$ cat src/rtl/lkfc_pkg.sv
// ----------------------------------------------------------------------------
// lkfc_pkg
// Shared types, constants and helpers for the keystream cipher block.
// ----------------------------------------------------------------------------
`default_nettype none

package lkfc_pkg;

  // keystream generator constants
  localparam logic [31:0] LCG_MUL    = 32'd1664525;
  localparam logic [31:0] LCG_ADD    = 32'd1013904223;
  localparam logic [31:0] SEED_RESET = 32'd123456789;
  localparam int unsigned KS_SHIFT   = 24;

  // header bytes
  localparam logic [7:0] MAGIC_0     = 8'h47;
  localparam logic [7:0] MAGIC_1     = 8'h52;
  localparam logic [7:0] MAGIC_2     = 8'h45;
  localparam logic [7:0] MAGIC_3     = 8'h4E;
  localparam logic [7:0] HDR_VERSION = 8'h01;

  // most results one item can cause
  localparam int unsigned MAX_RES = 6;
  localparam int unsigned CNT_W   = $clog2(MAX_RES + 1);

  // configuration register indexes
  localparam int unsigned          CFG_IDX_W          = 2;
  localparam logic [CFG_IDX_W-1:0] CFG_KEY_SEED       = 2'd0;
  localparam logic [CFG_IDX_W-1:0] CFG_ENCRYPT_ENABLE = 2'd1;
  localparam logic [CFG_IDX_W-1:0] CFG_DECRYPT_MODE   = 2'd2;

  // frame phase codes
  localparam logic [1:0] MODE_HEADER  = 2'd0;
  localparam logic [1:0] MODE_VERSION = 2'd1;
  localparam logic [1:0] MODE_BODY    = 2'd2;
  localparam logic [1:0] MODE_RAW     = 2'd3;

  typedef struct packed {
    logic [7:0] data_byte;
    logic       last_byte;
  } lkfc_in_t;

  typedef struct packed {
    logic [7:0] out_byte;
    logic       has_byte;
    logic       out_last;
    logic       hdr_found;
    logic       status;
  } lkfc_out_t;

  typedef struct packed {
    logic [31:0] key_seed;
    logic        encrypt_enable;
    logic        decrypt_mode;
  } lkfc_cfg_t;

  typedef struct packed {
    logic [CNT_W-1:0]                count;
    lkfc_out_t [MAX_RES-1:0]         ent;
  } lkfc_batch_t;

  // build one result
  function automatic lkfc_out_t mk_res(input logic [7:0] b, input logic has,
                                       input logic lst, input logic enc,
                                       input logic st);
    lkfc_out_t r;
    r.out_byte  = b;
    r.has_byte  = has;
    r.out_last  = lst;
    r.hdr_found = enc;
    r.status    = st;
    return r;
  endfunction

endpackage

`default_nettype wire

$ cat src/rtl/lkfc_frame_core.sv
// ----------------------------------------------------------------------------
// lkfc_frame_core
// Frame state, keystream step and header handling; builds the result batch
// for the item held in the input register.
// ----------------------------------------------------------------------------
`default_nettype none

module lkfc_frame_core (
  input  wire logic                clk_i,
  input  wire logic                rst_ni,
  input  wire lkfc_pkg::lkfc_cfg_t cfg_i,
  input  wire lkfc_pkg::lkfc_in_t  item_i,
  input  wire logic                take_i,
  output lkfc_pkg::lkfc_batch_t    batch_o
);
  import lkfc_pkg::*;

  logic [31:0] ks_q, ks_d;
  logic [2:0]  pos_q, pos_d;
  logic [23:0] hold_q, hold_d;
  logic [1:0]  mode_q, mode_d;

  logic [31:0] ks_base, ks_mul, ks_new;
  logic [7:0]  ks_byte, d;
  logic        lst, seed_load, is_magic;
  logic [1:0]  p;

  // keystream step: one constant multiply and add
  assign seed_load = (mode_q == MODE_HEADER) && (pos_q == 3'd0);
  assign ks_base   = seed_load ? cfg_i.key_seed : ks_q;
  assign ks_mul    = ks_base * LCG_MUL;
  assign ks_new    = ks_mul + LCG_ADD;
  assign ks_byte   = ks_new[KS_SHIFT +: 8];

  assign d   = item_i.data_byte;
  assign lst = item_i.last_byte;
  assign p   = (pos_q > 3'd3) ? 2'd3 : pos_q[1:0];

  assign is_magic = (hold_q[7:0] == MAGIC_0) && (hold_q[15:8] == MAGIC_1) &&
                    (hold_q[23:16] == MAGIC_2) && (d == MAGIC_3);

  // next state and results of this item
  always_comb begin
    batch_o = '0;
    ks_d    = ks_base;
    mode_d  = mode_q;
    pos_d   = pos_q;
    hold_d  = hold_q;

    if (!cfg_i.decrypt_mode) begin
      // write direction
      if (cfg_i.encrypt_enable) begin
        ks_d = ks_new;
      end
      if ((mode_q == MODE_HEADER) && cfg_i.encrypt_enable) begin
        batch_o.ent[0] = mk_res(MAGIC_0, 1'b1, 1'b0, 1'b0, 1'b0);
        batch_o.ent[1] = mk_res(MAGIC_1, 1'b1, 1'b0, 1'b0, 1'b0);
        batch_o.ent[2] = mk_res(MAGIC_2, 1'b1, 1'b0, 1'b0, 1'b0);
        batch_o.ent[3] = mk_res(MAGIC_3, 1'b1, 1'b0, 1'b0, 1'b0);
        batch_o.ent[4] = mk_res(HDR_VERSION, 1'b1, 1'b0, 1'b0, 1'b0);
        batch_o.ent[5] = mk_res(d ^ ks_byte, 1'b1, lst, 1'b0, 1'b0);
        batch_o.count  = CNT_W'(MAX_RES);
      end else begin
        batch_o.ent[0] = mk_res(cfg_i.encrypt_enable ? (d ^ ks_byte) : d,
                                1'b1, lst, 1'b0, 1'b0);
        batch_o.count  = CNT_W'(1);
      end
      mode_d = lst ? MODE_HEADER : MODE_BODY;
      pos_d  = 3'd0;
      hold_d = '0;
    end else begin
      // read direction
      case (mode_q)
        MODE_HEADER: begin
          if (p != 2'd3) begin
            if (lst) begin
              // short frame: replay buffered bytes raw
              for (int i = 0; i < 3; i++) begin
                if (i < int'(p)) begin
                  batch_o.ent[i] = mk_res(hold_q[8*i +: 8], 1'b1, 1'b0, 1'b0, 1'b0);
                end
              end
              batch_o.ent[{1'b0, p}] = mk_res(d, 1'b1, 1'b1, 1'b0, 1'b0);
              batch_o.count = CNT_W'(p) + CNT_W'(1);
              mode_d = MODE_HEADER;
              pos_d  = 3'd0;
              hold_d = '0;
            end else begin
              hold_d = hold_q | ({16'h0000, d} << {p, 3'b000});
              pos_d  = {1'b0, p} + 3'd1;
            end
          end else if (!is_magic) begin
            // no magic: flush the buffer and go raw
            batch_o.ent[0] = mk_res(hold_q[7:0], 1'b1, 1'b0, 1'b0, 1'b0);
            batch_o.ent[1] = mk_res(hold_q[15:8], 1'b1, 1'b0, 1'b0, 1'b0);
            batch_o.ent[2] = mk_res(hold_q[23:16], 1'b1, 1'b0, 1'b0, 1'b0);
            batch_o.ent[3] = mk_res(d, 1'b1, lst, 1'b0, 1'b0);
            batch_o.count  = CNT_W'(4);
            mode_d = lst ? MODE_HEADER : MODE_RAW;
            pos_d  = 3'd0;
            hold_d = '0;
          end else if (lst) begin
            // magic but the frame ends before the version
            batch_o.ent[0] = mk_res(8'h00, 1'b0, 1'b1, 1'b1, 1'b1);
            batch_o.count  = CNT_W'(1);
            mode_d = MODE_HEADER;
            pos_d  = 3'd0;
            hold_d = '0;
          end else begin
            mode_d = MODE_VERSION;
            pos_d  = 3'd0;
            hold_d = '0;
          end
        end
        MODE_VERSION: begin
          if (d != HDR_VERSION) begin
            // wrong version: one error result, drop the rest
            batch_o.ent[0] = mk_res(8'h00, 1'b0, 1'b1, 1'b1, 1'b1);
            batch_o.count  = CNT_W'(1);
            if (lst) begin
              mode_d = MODE_HEADER;
              pos_d  = 3'd0;
              hold_d = '0;
            end else begin
              mode_d = MODE_RAW;
              pos_d  = 3'd1;
            end
          end else if (lst) begin
            // header only
            batch_o.ent[0] = mk_res(8'h00, 1'b0, 1'b1, 1'b1, 1'b0);
            batch_o.count  = CNT_W'(1);
            mode_d = MODE_HEADER;
            pos_d  = 3'd0;
            hold_d = '0;
          end else begin
            mode_d = MODE_BODY;
            pos_d  = 3'd0;
          end
        end
        MODE_BODY: begin
          ks_d = ks_new;
          batch_o.ent[0] = mk_res(d ^ ks_byte, 1'b1, lst, 1'b1, 1'b0);
          batch_o.count  = CNT_W'(1);
          if (lst) begin
            mode_d = MODE_HEADER;
            pos_d  = 3'd0;
            hold_d = '0;
          end
        end
        default: begin
          // raw pass (position zero) or drop (position one)
          if (pos_q == 3'd0) begin
            batch_o.ent[0] = mk_res(d, 1'b1, lst, 1'b0, 1'b0);
            batch_o.count  = CNT_W'(1);
          end
          if (lst) begin
            mode_d = MODE_HEADER;
            pos_d  = 3'd0;
            hold_d = '0;
          end
        end
      endcase
    end
  end

  // frame state registers
  always_ff @(posedge clk_i or negedge rst_ni) begin
    if (!rst_ni) begin
      ks_q   <= SEED_RESET;
      pos_q  <= 3'd0;
      hold_q <= '0;
      mode_q <= MODE_HEADER;
    end else if (take_i) begin
      ks_q   <= ks_d;
      pos_q  <= pos_d;
      hold_q <= hold_d;
      mode_q <= mode_d;
    end
  end

  // a last byte always closes the frame
  a_last_closes: assert property (@(posedge clk_i) disable iff (!rst_ni)
    take_i && item_i.last_byte |=> (mode_q == MODE_HEADER) && (pos_q == 3'd0)
                                   && (hold_q == '0))
    else $error("frame state not cleared after last byte");

  // the header buffer only holds bytes in the header phase
  a_hold_header: assert property (@(posedge clk_i) disable iff (!rst_ni)
    (mode_q != MODE_HEADER) |-> (hold_q == '0))
    else $error("header buffer not empty outside header phase");

  // marker results stand alone and close the frame
  a_marker_alone: assert property (@(posedge clk_i) disable iff (!rst_ni)
    take_i && (batch_o.count != '0) && !batch_o.ent[0].has_byte
      |-> (batch_o.count == CNT_W'(1)) && batch_o.ent[0].out_last)
    else $error("marker result not alone or not last");

endmodule

`default_nettype wire

$ cat src/rtl/lkfc_out_serial.sv
// ----------------------------------------------------------------------------
// lkfc_out_serial
// Result register: holds one batch and hands its results out one per transfer.
// ----------------------------------------------------------------------------
`default_nettype none

module lkfc_out_serial (
  input  wire logic                  clk_i,
  input  wire logic                  rst_ni,
  input  wire logic                  load_i,
  input  wire lkfc_pkg::lkfc_batch_t batch_i,
  output logic                       load_ready_o,
  output logic                       out_valid_o,
  input  wire logic                  out_ready_i,
  output lkfc_pkg::lkfc_out_t        out_data_o
);
  import lkfc_pkg::*;

  lkfc_out_t [MAX_RES-1:0] ent_q;
  logic [CNT_W-1:0]        rem_q;
  logic                    pop;

  assign out_valid_o  = (rem_q != '0);
  assign out_data_o   = ent_q[0];
  assign pop          = out_valid_o && out_ready_i;
  // a new batch may enter as the last result of the old one leaves
  assign load_ready_o = (rem_q == '0) || ((rem_q == CNT_W'(1)) && out_ready_i);

  // remaining count
  always_ff @(posedge clk_i or negedge rst_ni) begin
    if (!rst_ni) begin
      rem_q <= '0;
    end else if (load_i) begin
      rem_q <= batch_i.count;
    end else if (pop) begin
      rem_q <= rem_q - CNT_W'(1);
    end
  end

  // result entries, shifted towards the head on each transfer
  always_ff @(posedge clk_i) begin
    if (load_i) begin
      ent_q <= batch_i.ent;
    end else if (pop) begin
      ent_q <= {lkfc_out_t'('0), ent_q[MAX_RES-1:1]};
    end
  end

  a_rem_range: assert property (@(posedge clk_i) disable iff (!rst_ni)
    rem_q <= CNT_W'(MAX_RES))
    else $error("result count out of range");

  a_load_safe: assert property (@(posedge clk_i) disable iff (!rst_ni)
    load_i |-> (rem_q == '0) || ((rem_q == CNT_W'(1)) && pop))
    else $error("batch loaded over pending results");

  a_shift: assert property (@(posedge clk_i) disable iff (!rst_ni)
    pop && !load_i && (rem_q > CNT_W'(1)) |=> out_data_o == $past(ent_q[1]))
    else $error("result order broken");

endmodule

`default_nettype wire

$ cat src/rtl/lcg_keystream_file_cipher.sv
// ----------------------------------------------------------------------------
// lcg_keystream_file_cipher
// Byte-frame cipher with a linear congruential keystream and frame header.
// ----------------------------------------------------------------------------
// Usage:
//   Input channel (in_valid_i/in_ready_o/in_data_i) takes one frame byte per
//   transfer, last_byte marking the end of the frame. Output channel
//   (out_valid_o/out_ready_i/out_data_o) gives result items in order.
//   Configuration is written through cfg_we_i/cfg_idx_i/cfg_wdata_i while
//   the block is idle; index 0 seed, 1 encrypt enable, 2 decrypt mode.
//   A byte waits in the input register, its results in the result register.
//   Throughput: one byte per cycle while the receiver is ready and each
//   byte gives at most one result; a byte that gives several results
//   (header burst, buffered header replay, up to six) occupies the result
//   register until each has left through the single output port.
//   The keystream step (one 32-bit constant multiply-add) sits between the
//   input register and the result register.
//   Reset clears the frame state, loads the seed reset value and empties
//   both registers. When the receiver stalls the result register holds, and
//   the input register takes one more byte before in_ready_o drops.
// ----------------------------------------------------------------------------
`default_nettype none

module lcg_keystream_file_cipher (
  input  wire logic                             clk_i,
  input  wire logic                             rst_ni,
  input  wire logic                             in_valid_i,
  output logic                                  in_ready_o,
  input  wire lkfc_pkg::lkfc_in_t               in_data_i,
  output logic                                  out_valid_o,
  input  wire logic                             out_ready_i,
  output lkfc_pkg::lkfc_out_t                   out_data_o,
  input  wire logic                             cfg_we_i,
  input  wire logic [lkfc_pkg::CFG_IDX_W-1:0]   cfg_idx_i,
  input  wire logic [31:0]                      cfg_wdata_i
);
  import lkfc_pkg::*;

  lkfc_cfg_t   cfg_q;
  lkfc_in_t    in_q;
  logic        in_vld_q;
  logic        load_ready, take;
  lkfc_batch_t batch;

  // configuration registers
  always_ff @(posedge clk_i or negedge rst_ni) begin
    if (!rst_ni) begin
      cfg_q.key_seed       <= SEED_RESET;
      cfg_q.encrypt_enable <= 1'b0;
      cfg_q.decrypt_mode   <= 1'b0;
    end else if (cfg_we_i) begin
      case (cfg_idx_i)
        CFG_KEY_SEED:       cfg_q.key_seed       <= cfg_wdata_i;
        CFG_ENCRYPT_ENABLE: cfg_q.encrypt_enable <= cfg_wdata_i[0];
        CFG_DECRYPT_MODE:   cfg_q.decrypt_mode   <= cfg_wdata_i[0];
        default: ;
      endcase
    end
  end

  // input register
  assign take       = in_vld_q && load_ready;
  assign in_ready_o = !in_vld_q || load_ready;

  always_ff @(posedge clk_i or negedge rst_ni) begin
    if (!rst_ni) begin
      in_vld_q <= 1'b0;
    end else if (in_ready_o) begin
      in_vld_q <= in_valid_i;
    end
  end

  always_ff @(posedge clk_i) begin
    if (in_valid_i && in_ready_o) begin
      in_q <= in_data_i;
    end
  end

  lkfc_frame_core u_core (
    .clk_i   (clk_i),
    .rst_ni  (rst_ni),
    .cfg_i   (cfg_q),
    .item_i  (in_q),
    .take_i  (take),
    .batch_o (batch)
  );

  lkfc_out_serial u_out (
    .clk_i        (clk_i),
    .rst_ni       (rst_ni),
    .load_i       (take),
    .batch_i      (batch),
    .load_ready_o (load_ready),
    .out_valid_o  (out_valid_o),
    .out_ready_i  (out_ready_i),
    .out_data_o   (out_data_o)
  );

  a_ready_low: assert property (@(posedge clk_i) disable iff (!rst_ni)
    !in_ready_o |-> in_vld_q && out_valid_o)
    else $error("input stalled without pending work");

  a_take_hold: assert property (@(posedge clk_i) disable iff (!rst_ni)
    in_vld_q && !take |=> in_vld_q && $stable(in_q))
    else $error("held input byte lost");

  a_no_result_drop: assert property (@(posedge clk_i) disable iff (!rst_ni)
    out_valid_o && !out_ready_i |=> out_valid_o)
    else $error("pending result dropped");

endmodule

`default_nettype wire

$ cat config.mk
export PLATFORM = sky130hd
export DESIGN_NAME = lcg_keystream_file_cipher
export DESIGN_NICKNAME = d
export VERILOG_FILES = /design/src/rtl/lkfc_pkg.sv /design/src/rtl/lkfc_frame_core.sv /design/src/rtl/lkfc_out_serial.sv /design/src/rtl/lcg_keystream_file_cipher.sv
export SDC_FILE = /design/constraint.sdc
export NUM_CORES = 1
export LEC_CHECK = 0
export BUFFER_PORTS_ARGS = -buffer_cell sky130_fd_sc_hd__clkbuf_2
export CAP_MARGIN = 0
export CORE_UTILIZATION = 40
export DETAILED_ROUTE_END_ITERATION = 10
export HOLD_SLACK_MARGIN = 0.03
export PLACE_DENSITY = 0.64
export SETUP_SLACK_MARGIN = 0.3
export SLEW_MARGIN = 25
export SYNTH_ARGS = -nofsm -noshare
export SYNTH_HDL_FRONTEND = slang
export SYNTH_SLANG_ARGS = --single-unit
export TNS_END_PERCENT = 10
$ cat constraint.sdc
create_clock -name clk_i -period 11 [get_ports clk_i]
set_input_delay 2.2 -clock clk_i [delete_from_list [all_inputs] [get_ports clk_i]]
set_output_delay 2.2 -clock clk_i [all_outputs]
set_load 0.01 [all_outputs]
==> reports/summary.txt, run 1 <==
status = complete, no violations
Net Count, Synth = 1934
Place WS = 1790 ps
largest net degree at the start of global routing = 65
YS warnings = 0
Antenna diodes = 0
total gr overflow = 0
Final TNS setup = 0 ps
Vias = 11700
Die Span Y = 200 um
I/O Buffers = 61
area delta synth->final = 8.98%
worst-margin pin slew = 966 ps
WL per Instance = 20.4 um
f_max = 0.107 GHz
FP Rows = 72
Final WS setup = 1690 ps
Post-synth EDFFs = 71
CP Cell Sequence = nor2_1 -> nand2_4 -> mux2i_1 -> inv_1 -> ha_1 -> ha_1 -> fa_1 -> fa_1 -> inv_1 -> fa_1 -> inv_1 -> fa_1 -> fa_1 -> ha_1 -> a2111oi_0 -> o2bb2ai_1 -> o21ai_0 -> a31o_2 -> a311oi_1 -> xnor2_1 -> o21ai_0 -> a2111oi_0 -> nor3_1
DR iter-0 viols = 909
gr usage total = 0.228
clock buffer count from CTS = 17
Longest Clk Path Bufs = 2
clk_skew = 19.6 ps
first-pass GRT wire length = 70.2 mm
Slew Viols, Final = 0
ANT nets after route = 0
I/O pin count = 62
CP Max Fanout = 37
CP max stage delay = 780 ps
root buf cell = clkbuf_16
relative slew slack = 0.351
Hold Vio Cnt, Final = 0
Core Footprint = 38600 um2
Routed WL = 43.6 mm
Setup CP Type = flop to flop
worst hold path class = flop to flop
Die Wd = 200 um
syn_area_per_cell = 9.90 um2
Die Area = 40100 um2
final period utilization = 0.846
Cell variety after synth = 76
starting density of the core = 0.406
CP max-delay cell = mux2i_1
# hold bufs at CTS = 0
vias in the first global route = 12300
Residual DRC = 0
Primary FF master, synth = edfxtp_1
sequential fraction of the synthesis area = 0.296
setup bufs post-CTS = 0
initial antenna violation count = 0
MaxCap Viol Count = 0
Setup crit end kind = flop
Vias/cell = 5.45
Critical Path AT = 9500 ps
CP Launch Type = flop
most frequent CP cell = fa_1
Detailed Place HPWL = 34.4 mm
Mapped Area = 15700 um2
Worst-path clk slew = 70 ps
fin nets = 1957
TritonCTS clock tree = yes
Synth Instances = 1586
Setup violations, final = 0
CP Data Required Time = 11200 ps
Yosys reg bits = 170
ys async rst share = 0.582
Skew-Pair Late Insertion Delay = 470 ps
1st-pass router iterations = 5
unrepaired setup endpoints after global routing = no
post-route minimum period = 9310 ps
H-tree depth = 4
layout cell share with drive strength beyond 1 = 0.136
Post-CTS Resized = 0
clock sink total = 170
GP Congestion = 0.973
-- cells in the final DEF, fill, tap and decap left out, types with 11 or more instances in the layout --
cell type and n:
buf_4 21, edfxtp_1 71, and2_1 22, mux2_2 50, dfrtp_1 67, a22o_1 15, a21o_1 11, nand2_1 100
a22oi_1 23, nor2_1 111, mux2i_1 18, clkbuf_2 60, a21oi_1 95, fa_1 135, nor3_1 23, a31oi_1 13
xnor2_1 49, ha_1 165, dfstp_2 32, o21ai_0 81, inv_1 252, clkbuf_16 17
-- cells in the mapped netlist, types with 5 or more instances --
master     number  area, um2
buf_4          12       90.1
a22o_1         15        131
nand2b_1       10       62.6
a21o_1         11       82.6
clkbuf_1       54        203
a221o_1         6       60.1
and2_1         22        138
a31oi_1        13       81.3
nor2b_1         5       31.3
mux2_2         50        563
o2bb2ai_1       8       70.1
xnor2_1        49        429
nor4b_1         5       43.8
and3_1          5       31.3
nor3_1         23        115
or2_2           7       43.8
fa_1          135       2700
dfrtp_1        67       1680
nor2_1        112        420
o21a_1          7       52.6
mux2i_1        18        180
nand2_1       101        379
or3_1           7       43.8
nand3_1         9       45.0
a211oi_1        8       60.1
buf_1          10       37.5
o21ai_0        81        405
a21oi_1        96        480
xor2_1         10       87.6
dfstp_2        32        841
ha_1          165       2060
nor3b_1         5       37.5
inv_1         253        950
edfxtp_1       71       2130
a22oi_1        23        173
xnor3_1         5        113
-- worst max-delay path, delay by kind of cell, from the launching register on --
kind	cells	cell delay [ps]
compound gates	7	1970
xor+xnor	1	360
fa+ha+maj	8	3510
buf+inv	3	460
flops	1	530
mux	1	780
simple gates	3	1370
-- final cells by class --
| type | count | area, um2 |
|---|---|---|
| clock buffer | 19 | 433 |
| clock inverter | 13 | 188 |
| fill | 3664 | 21500 |
| inverter | 256 | 961 |
| multi-input combinational | 1083 | 9780 |
| sequential | 170 | 4650 |
| tap | 518 | 648 |
| timing repair buffer | 81 | 458 |
-- registers in the layout, summed over array words and instances, names as in the netlist, 2 cells and up --
signal and cells:
u_out.ent_q 50, in_q 9, u_core.ks_q 32, cfg_q 34
u_core.mode_q 2, u_core.hold_q 24, u_core.pos_q 3, u_out.rem_q 3
u_out.out_data_o 12
-- worst paths after layout --
check                      depth (start not counted)              from                   to  slack [ps]
hold / removal                                     2    u_core.ks_q[8]       u_core.ks_q[8]         480
setup / recovery                                  23  u_core.mode_q[1]  u_out.out_data_o[8]        1690
min in group asynchronous                          1            rst_ni    u_core.hold_q[12]        1730
setup reg to reg                                  23  u_core.mode_q[1]  u_out.out_data_o[8]        1690
max in group asynchronous                          2            rst_ni     u_core.hold_q[7]        8010
hold reg to reg                                    2    u_core.ks_q[8]       u_core.ks_q[8]         480
-- layer usage --
layer  GRT usage  up-vias  wire, um
li1            -     5390         -
met4      0.0783        0      1280
met5           0        -         0
met3      0.0332       65      2290
met2       0.394      348     21700
met1       0.291     5865     18300
-- logic make-up (layout without fill, tap and decap cells) --
group                    after synthesis  count (layout)  share of synthesized area
AO/OA/AOI/OAI                        317             317                      0.128
multiplexers                          71              71                     0.0500
AND/OR/NAND/NOR                      331             331                     0.0994
adder cells (fa/ha/maj)              300             300                      0.304
buffers and inverters                333             369                     0.0825
XOR/XNOR                              64              64                     0.0401
flip-flops                           170             170                      0.296
-- stage by stage --
step	std cells	hold WS (ps)	instance area, um2	utilization
4_1_cts	2140	482	17100	0.443
3_3_place_gp	2108	458	16500	0.427
5_1_grt	2140	510	17100	0.443
2_1_floorplan	1586	438	15700	-
3_5_place_dp	2108	466	16500	0.427
6_report	2140	478	17100	0.443
Power of run 1 is not shown: default switching activity piles up to over one toggle a cycle in this logic, so the estimate is an artifact.
==> run 2, diff against run 1 <==
- clock period: 11 -> 9.6 ns (I/O delays scaled with it)
==> reports/summary.txt, run 2 (synthesis results as in run 1) <==
top flop regs = u_out.ent_q (50), cfg_q (34), u_core.ks_q (32)
# hold bufs at CTS = 0
Reg with most FFs = u_out.ent_q
Vias = 11500
Skew-Pair Late Insertion Delay = 460 ps
Post-Place Cells = 2115
total gr overflow = 0
I/O pin count = 62
fin cells = 2147
commonest non-fill, non-tap cell in the layout = inv_1
flip-flop count of the largest register after layout = 50
1st-pass router iterations = 5
vias in the first global route = 11900
Longest Clk Path Bufs = 2
Die Span Y = 200 um
Detailed Place HPWL = 33.6 mm
unrepaired setup endpoints after global routing = no
WL per Instance = 20.0 um
starting density of the core = 0.406
initial antenna violation count = 0
clk_skew = 13.3 ps
Final TNS setup = 0 ps
post-route minimum period = 8720 ps
clock sink total = 170
Die Wd = 200 um
Place WS = 1060 ps
CP Data Required Time = 9800 ps
root buf cell = clkbuf_16
DR iter-0 viols = 974
CP Max Fanout = 37
final period utilization = 0.908
CP Launch Type = flop
clock buffer count from CTS = 17
GP Congestion = 0.946
worst-margin pin slew = 1030 ps
Worst-path clk slew = 80 ps
Setup CP Type = flop to flop
Slew Viols, Final = 0
gr usage total = 0.223
status = complete, no violations
Critical Path AT = 8920 ps
most frequent cells in the layout = inv_1, ha_1, fa_1
FP Rows = 72
ANT nets after route = 0
Setup violations, final = 0
Routed WL = 42.9 mm
Core Footprint = 38600 um2
layout cell share with drive strength beyond 1 = 0.140
fin nets = 1964
largest net degree at the start of global routing = 63
worst hold path class = flop to flop
H-tree depth = 4
Die Area = 40100 um2
MaxCap Viol Count = 0
Antenna diodes = 0
Residual DRC = 0
area delta synth->final = 8.99%
Post-CTS Resized = 0
Hold Vio Cnt, Final = 0
I/O Buffers = 61
setup bufs post-CTS = 0
TritonCTS clock tree = yes
Vias/cell = 5.36
Setup crit end kind = flop
relative slew slack = 0.309
Final WS setup = 883 ps
f_max = 0.115 GHz
first-pass GRT wire length = 68.5 mm
==> run 2: cell type report <==
type	instances	area (um2)
fillers	3680	21500
multi-input cells	1083	9770
flip-flops and latches	170	4650
inverters	256	961
well taps	518	648
repair buffers	88	510
clock buffers	20	469
clock inverters	12	103
==> run 2: layer usage <==
layer	track usage	wire length (um)	part of all wire	vias to the layer above
li1	-	-	-	5382
met1	0.288	18300	0.43	5731
met2	0.384	21500	0.50	343
met3	0.0277	1770	0.041	56
met4	0.0775	1250	0.029	0
met5	0	0	0	-
==> run 2: worst paths after layout <==
path,to,slack (ps),cells past startpoint,from
max,u_out.out_data_o[8],880,25,u_core.mode_q[1]
min,u_core.ks_q[7],470,2,u_core.ks_q[7]
max reg2reg,u_out.out_data_o[8],880,25,u_core.mode_q[1]
min reg2reg,u_core.ks_q[7],470,2,u_core.ks_q[7]
max in group asynchronous,cfg_q[11],6940,2,rst_ni
min in group asynchronous,u_core.hold_q[20],1520,1,rst_ni
==> run 2: per-stage QoR <==
stage          cell area, um2   util  hold slack [ps]
2_1_floorplan           15700      -              438
3_3_place_gp            16500  0.428              452
3_5_place_dp            16500  0.428              461
4_1_cts                 17100  0.443              476
5_1_grt                 17100  0.443              502
6_report                17100  0.443              473
==> run 2: critical path: stages, from the launching register on <==
cell and delay, ps:
dfrtp_1 580, nor2_1 160, nand2_4 520, mux2i_1 710
inv_1 170, ha_1 350, xnor2_1 150, ha_1 210
a31o_2 220, fa_1 430, fa_1 520, inv_1 50
fa_1 480, inv_1 50, fa_1 500, fa_1 430
ha_1 400, a2111oi_0 450, o2bb2ai_1 160, o21ai_0 140
a31o_2 290, a311oi_1 330, xnor2_1 390, o21ai_0 140
a2111oi_0 450, nor3_1 120
Power of run 2 is left out for the same reason.
